## src/sv/bmp_distinct_color_collector_top_macros.svh

```systemverilog
// Assertion macros for the BMP distinct color collector.
// Used by the controller; expects clk and rst_n in scope.
`ifndef BMP_DISTINCT_COLOR_COLLECTOR_TOP_MACROS_SVH
`define BMP_DISTINCT_COLOR_COLLECTOR_TOP_MACROS_SVH
`ifndef SYNTH
`define BDC_ASSERT(lbl, cond) \
    lbl: assert property (@(posedge clk) disable iff (!rst_n) (cond)) \
        else $error("bdc assertion failed");
`define BDC_ASSERT_IMP(lbl, ante, cons) \
    lbl: assert property (@(posedge clk) disable iff (!rst_n) (ante) |-> (cons)) \
        else $error("bdc assertion failed");
`define BDC_ASSERT_NEXT(lbl, ante, cons) \
    lbl: assert property (@(posedge clk) disable iff (!rst_n) (ante) |=> (cons)) \
        else $error("bdc assertion failed");
`else
`define BDC_ASSERT(lbl, cond)
`define BDC_ASSERT_IMP(lbl, ante, cons)
`define BDC_ASSERT_NEXT(lbl, ante, cons)
`endif
`endif

```

## src/sv/bdc_pkg.sv

```systemverilog
// Shared types and constants of the BMP distinct color collector.
// No dependencies.
`timescale 1ns / 1ps
`default_nettype none
package bdc_pkg;
    localparam int DEF_PALETTE_DEPTH = 256;
    localparam int DEF_MAX_WIDTH     = 8192;
    localparam int HEADER_SIZE       = 54;
    localparam logic [8:0] COLOR_CAP_RESET = 9'd256;

    localparam logic [2:0] ST_OK      = 3'd0;
    localparam logic [2:0] ST_BAD_SIG = 3'd1;
    localparam logic [2:0] ST_NOT_24  = 3'd2;
    localparam logic [2:0] ST_SHORT   = 3'd3;
    localparam logic [2:0] ST_GEOM    = 3'd4;

    typedef enum logic [2:0] {
        PH_HEADER,
        PH_SKIP,
        PH_PIXELS,
        PH_DONE,
        PH_ERROR
    } phase_t;

    typedef enum logic [2:0] {
        S_IDLE,
        S_RD,
        S_CMP,
        S_EMIT_C,
        S_SUM
    } state_t;

    typedef struct packed {
        logic take;
        logic rd;
        logic inc;
        logic commit;
        logic summary;
    } cmd_t;

    typedef struct packed {
        logic pix_done;
        logic idx_end;
        logic match;
        logic out_free;
    } sts_t;
endpackage
`default_nettype wire

```

## src/sv/bdc_ctrl.sv

```systemverilog
// Controller: byte acceptance, palette scan sequencing and result emission.
// Depends on bdc_pkg and the assertion macro header.
`timescale 1ns / 1ps
`default_nettype none
`include "bmp_distinct_color_collector_top_macros.svh"
module bdc_ctrl (
    input  wire logic         clk,
    input  wire logic         rst_n,
    input  wire logic         s_tvalid,
    output logic              s_tready,
    input  wire logic         s_tlast,
    input  wire bdc_pkg::sts_t sts,
    output bdc_pkg::cmd_t     cmd
);
    import bdc_pkg::*;

    state_t state_reg, state_next;
    logic   last_reg, last_next;

    always_ff @(posedge clk or negedge rst_n)
    begin
        if (!rst_n)
        begin
            state_reg <= S_IDLE;
            last_reg  <= 1'b0;
        end
        else
        begin
            state_reg <= state_next;
            last_reg  <= last_next;
        end
    end

    always_comb
    begin
        state_next = state_reg;
        last_next  = last_reg;
        cmd        = '0;
        s_tready   = 1'b0;
        unique case (state_reg)
            S_IDLE:
            begin
                s_tready = 1'b1;
                if (s_tvalid)
                begin
                    cmd.take  = 1'b1;
                    last_next = s_tlast;
                    if (sts.pix_done)
                        state_next = S_RD;
                    else if (s_tlast)
                        state_next = S_SUM;
                end
            end
            S_RD:
            begin
                if (sts.idx_end)
                    state_next = S_EMIT_C;
                else
                begin
                    cmd.rd     = 1'b1;
                    state_next = S_CMP;
                end
            end
            S_CMP:
            begin
                if (sts.match)
                    state_next = last_reg ? S_SUM : S_IDLE;
                else
                begin
                    cmd.inc    = 1'b1;
                    state_next = S_RD;
                end
            end
            S_EMIT_C:
            begin
                if (sts.out_free)
                begin
                    cmd.commit = 1'b1;
                    state_next = last_reg ? S_SUM : S_IDLE;
                end
            end
            S_SUM:
            begin
                if (sts.out_free)
                begin
                    cmd.summary = 1'b1;
                    state_next  = S_IDLE;
                end
            end
            default: state_next = S_IDLE;
        endcase
    end

    // compare only ever follows a palette read
    `BDC_ASSERT_IMP(a_cmp_after_rd, state_reg == S_CMP, $past(state_reg) == S_RD)
    // a new color is only emitted once the scan reached the fill count
    `BDC_ASSERT_IMP(a_emit_at_end, state_reg == S_EMIT_C, sts.idx_end)
    // a final byte that completes nothing goes straight to the summary
    `BDC_ASSERT_NEXT(a_last_to_sum, cmd.take && s_tlast && !sts.pix_done, state_reg == S_SUM)
endmodule
`default_nettype wire

```

## config.mk

```make
export PLATFORM = sky130hd
export DESIGN_NAME = bdc_ctrl
export DESIGN_NICKNAME = d
export VERILOG_FILES = /design/src/sv/bdc_pkg.sv /design/src/sv/bdc_ctrl.sv
export VERILOG_INCLUDE_DIRS = /design/src /design/src/sv
export SDC_FILE = /design/constraint.sdc
export NUM_CORES = 1
export LEC_CHECK = 0
export BUFFER_PORTS_ARGS = -buffer_cell sky130_fd_sc_hd__buf_2
export CAP_MARGIN = 10
export CORE_AREA = 2 2 39 41
export DETAILED_ROUTE_END_ITERATION = 8
export DIE_AREA = 0 0 41 43
export GPL_ROUTABILITY_DRIVEN = 0
export PLACE_DENSITY = 0.41
export SETUP_SLACK_MARGIN = 0.5
export SYNTH_ARGS = -nofsm -noshare
export SYNTH_HDL_FRONTEND = slang
export SYNTH_SLANG_ARGS = --single-unit
```

## constraint.sdc

```tcl
create_clock -name clk -period 2.7 [get_ports clk]
set_input_delay 0.54 -clock clk [delete_from_list [all_inputs] [get_ports clk]]
set_output_delay 0.54 -clock clk [all_outputs]
set_load 0.02 [all_outputs]
```

==> impl_summary.md <==
Die
The standard-cell row count is 14. The die extent in y is 43 um. The die is 41 um wide. The die covers 0.001763 mm2.

The core box area is 0.001384 mm2. For this configuration, the core starts out at a cell density of 19.62%. In this run the count of I/O pins placed on the die edge is 14.

Logic synthesis
The average footprint of a synthesized cell is 9.050 um2. When the netlist entered floorplanning its net count stood at 38. The unique cell type count in the Yosys netlist is 20. The cell area that synthesis handed to floorplanning was 271.5 um2. The count of flip-flops with a built-in enable after synthesis is 0. The number of warnings reported in the yosys synthesis log is 0.

Counting every instance in the synthesized netlist gives 30. The part of the Yosys area used for sequential elements is 36.87%. The synthesized design contains 4 register bits.

Counting flops with an async set or reset pin after synthesis yields a share of 100.0%. For this run, the leading register cell type out of synthesis is dfrtp_1.

Final layout
Once layout is complete, the cells apart from fillers number 61. In the final design database the tool counted 55 nets. With fillers left out, the area of the finished cells amounts to 367.9 um2.

The post-route netlist has 44.44% of its cells at a drive strength greater than 1. The core occupancy in the finished layout is 26.58%. The area growth from synthesis to layout is 35.48%. The register with the most flip-flops in the layout has 3 of them. The repair_antennas step left the layout with diodes totalling 0.

CTS
The CTS tree is yes. The clock drives 4 sinks. The clock latency on the worst-skew pair is 0.24 ns. The buffer count from post-CTS setup fixing is 0. The count of instances resized after the clock tree is built is 0. The number of buffers created by CTS is 3. The maximum level of the CTS H-tree is 1.

The clock transition at the registers of the reported paths is 0.04 ns. The number of buffers on the longest clock path is 2. The buffer type at the clock tree root is clkbuf_4. Hold repair after CTS inserted 0 buffers.

Global route
The pin count of the biggest net entering global routing is 12. The via count of the first global-routing pass was 259. Global routing consumed, over all layers together, 9.173% of the routing resources.

The number of antenna violations at the first check in global routing is 0. Summed over all layers, the global routing overflow is 0. The first global-routing pass estimated 1.076 mm of wire.

STA
Setup repair after global routing left no endpoint under its margin. The worst slew margin relative to its limit is 78.88%. Setup total negative slack on the finished layout was measured at 0 ns. The period utilization is 68.43%. The final count of negative-setup-slack endpoints is 0.

The final clock skew is 0.002094 ns. The final critical-path required period is 1.848 ns. The actual transition at the worst max-transition pin is 0.3168 ns. The final-report hold violation count is 0. The slack of the critical path is 0.8523 ns.

On the final layout, the worst hold slack is 0.09996 ns. Derived from the worst setup path, the maximum achievable clock frequency is 0.5412 GHz. The total count of max-transition violations in the final report is 0.

Power
The portion of total power attributed to combinational logic is 45.7%. Power spread over the standard cell area amounts to 1029 mW/mm2. The leakage power is 0.1724 nW. The switching power is 0.1625 mW. The worst-case vdd ir drop is 0.0002715 V. After layout, the design draws a total of 0.3786 mW. Per report_power, the sequential group accounts for 34.6% of the total. The share of total power dissipated in the clock network is 19.6%. The switching share of power is 42.93%. The internal power summed over all cells is 0.2161 mW.

Routing
The first TritonRoute pass finished after 4 iterations. Across all layers, the routed design uses 282 vias. The number of nets still failing antenna checks after routing is 0.

The count of routing violations after the opening detailed-route iteration is 4. For this block, the routed nets add up to 666 um of wire. In the routed layout, each cell is associated on average with a via count of 4.623. The detailed-route wire length per cell is 10.92 um. After detailed routing, the number of remaining DRC violations is 0.

Run status
The run finished with clean final reports.

Setup path
The worst setup path is launched from a flop. The kind of critical path is reg -> out. The maximum fanout encountered on the critical timing path is 11. STA classifies the critical path endpoint as a primary output. The required arrival time at the worst endpoint is 2.16 ns. The arrival time of data at the critical path endpoint is 1.31 ns.

Placed design
Prior to clock tree synthesis, the placed netlist has a worst setup slack of 1.084 ns. The placed instance count is 58. The detailed placement HPWL is 525.3 um. Summing all placed instances gives a cell area of 345.3 um2. The number of port buffers is 13.

Min path
The path class of the tightest hold or removal check is in -> async.

Run
The reported max-cap violation count is 0.
worst paths after layout:
path                                      to          from  cells after the start  slack [ns]
worst max register to register      last_reg  state_reg[1]                      3        1.42
worst max-delay path                  cmd[2]  state_reg[1]                      3        0.85
worst min-delay path                last_reg         rst_n                      1         0.1
worst min register to register      last_reg      last_reg                      1        0.52
max in group asynchronous       state_reg[0]         rst_n                      1        2.48
min in group clk                    last_reg      last_reg                      1        0.52
power by group through the flow:
stage | combinational [mW] | clock, mW | sequential (mW)
2_1_floorplan | 0.151 | 0 | 0.111
3_3_place_gp | 0.179 | 0 | 0.135
3_5_place_dp | 0.175 | 0 | 0.133
4_1_cts | 0.177 | 0.0781 | 0.132
5_1_grt | 0.195 | 0.0833 | 0.137
6_report | 0.173 | 0.0743 | 0.131
cells in the mapped netlist (2+ instances only):
cell	instances	area, um2
a21oi_1	3	15.01
dfrtp_1	4	100.1
nand2_1	2	7.510
nand2b_1	2	12.51
nor2_1	2	7.510
o21ai_0	3	15.01
layer usage:
| layer | wire length [um] | part of all wire (%) | track usage [%] |
|---|---|---|---|
| met3 | 53 | 8.0 | 4.712 |
| met2 | 278 | 42 | 10.94 |
| met4 | 0 | 0 | 4.000 |
| met1 | 334 | 50 | 13.36 |
| met5 | 0 | 0 | 0 |
cell type report:
type | count | area, um2
fillers | 157 | 1016
multi-input cells | 24 | 156.4
flip-flops and latches | 4 | 100.1
repair buffers | 13 | 65.06
clock buffers | 3 | 22.52
well taps | 16 | 20.02
inverters | 1 | 3.754
cells by family (layout without fill, tap and decap cells):
| kind of cell | Yosys count | count (layout) | share of synthesized area (%) |
|---|---|---|---|
| AOI/OAI and AO/OA | 11 | 11 | 25.34 |
| buffers and inverters | 2 | 17 | 5.528 |
| DFF | 4 | 4 | 36.87 |
| muxes | 1 | 1 | 5.528 |
| and+or+nand+nor | 12 | 12 | 26.73 |
worst max-delay path: stages, from the launching register on:
cell and delay (ns):
dfrtp_1 0.52, inv_1 0.11, nor4_1 0.24, buf_2 0.20
cells in the final DEF, fill, tap and decap left out:
| master | Yosys | layout |
|---|---|---|
| nand2_1 | 2 | 2 |
| nor2_1 | 2 | 2 |
| inv_1 | 1 | 1 |
| clkbuf_4 | 0 | 3 |
| nor3b_1 | 1 | 1 |
| nor4_1 | 1 | 1 |
| and2_4 | 1 | 1 |
| o21ai_1 | 1 | 1 |
| mux2_4 | 1 | 1 |
| o21ai_0 | 3 | 3 |
| buf_2 | 0 | 13 |
| dfrtp_1 | 4 | 4 |
| a21oi_1 | 3 | 3 |
| o311ai_0 | 1 | 1 |
| o211ai_1 | 1 | 1 |
| nor3_2 | 1 | 1 |
| nand2b_1 | 2 | 2 |
| nor3_1 | 1 | 1 |
| and3_2 | 1 | 1 |
| o31ai_1 | 1 | 1 |
| a221o_1 | 1 | 1 |
Note: power is estimated with default switching activity, not from simulation.
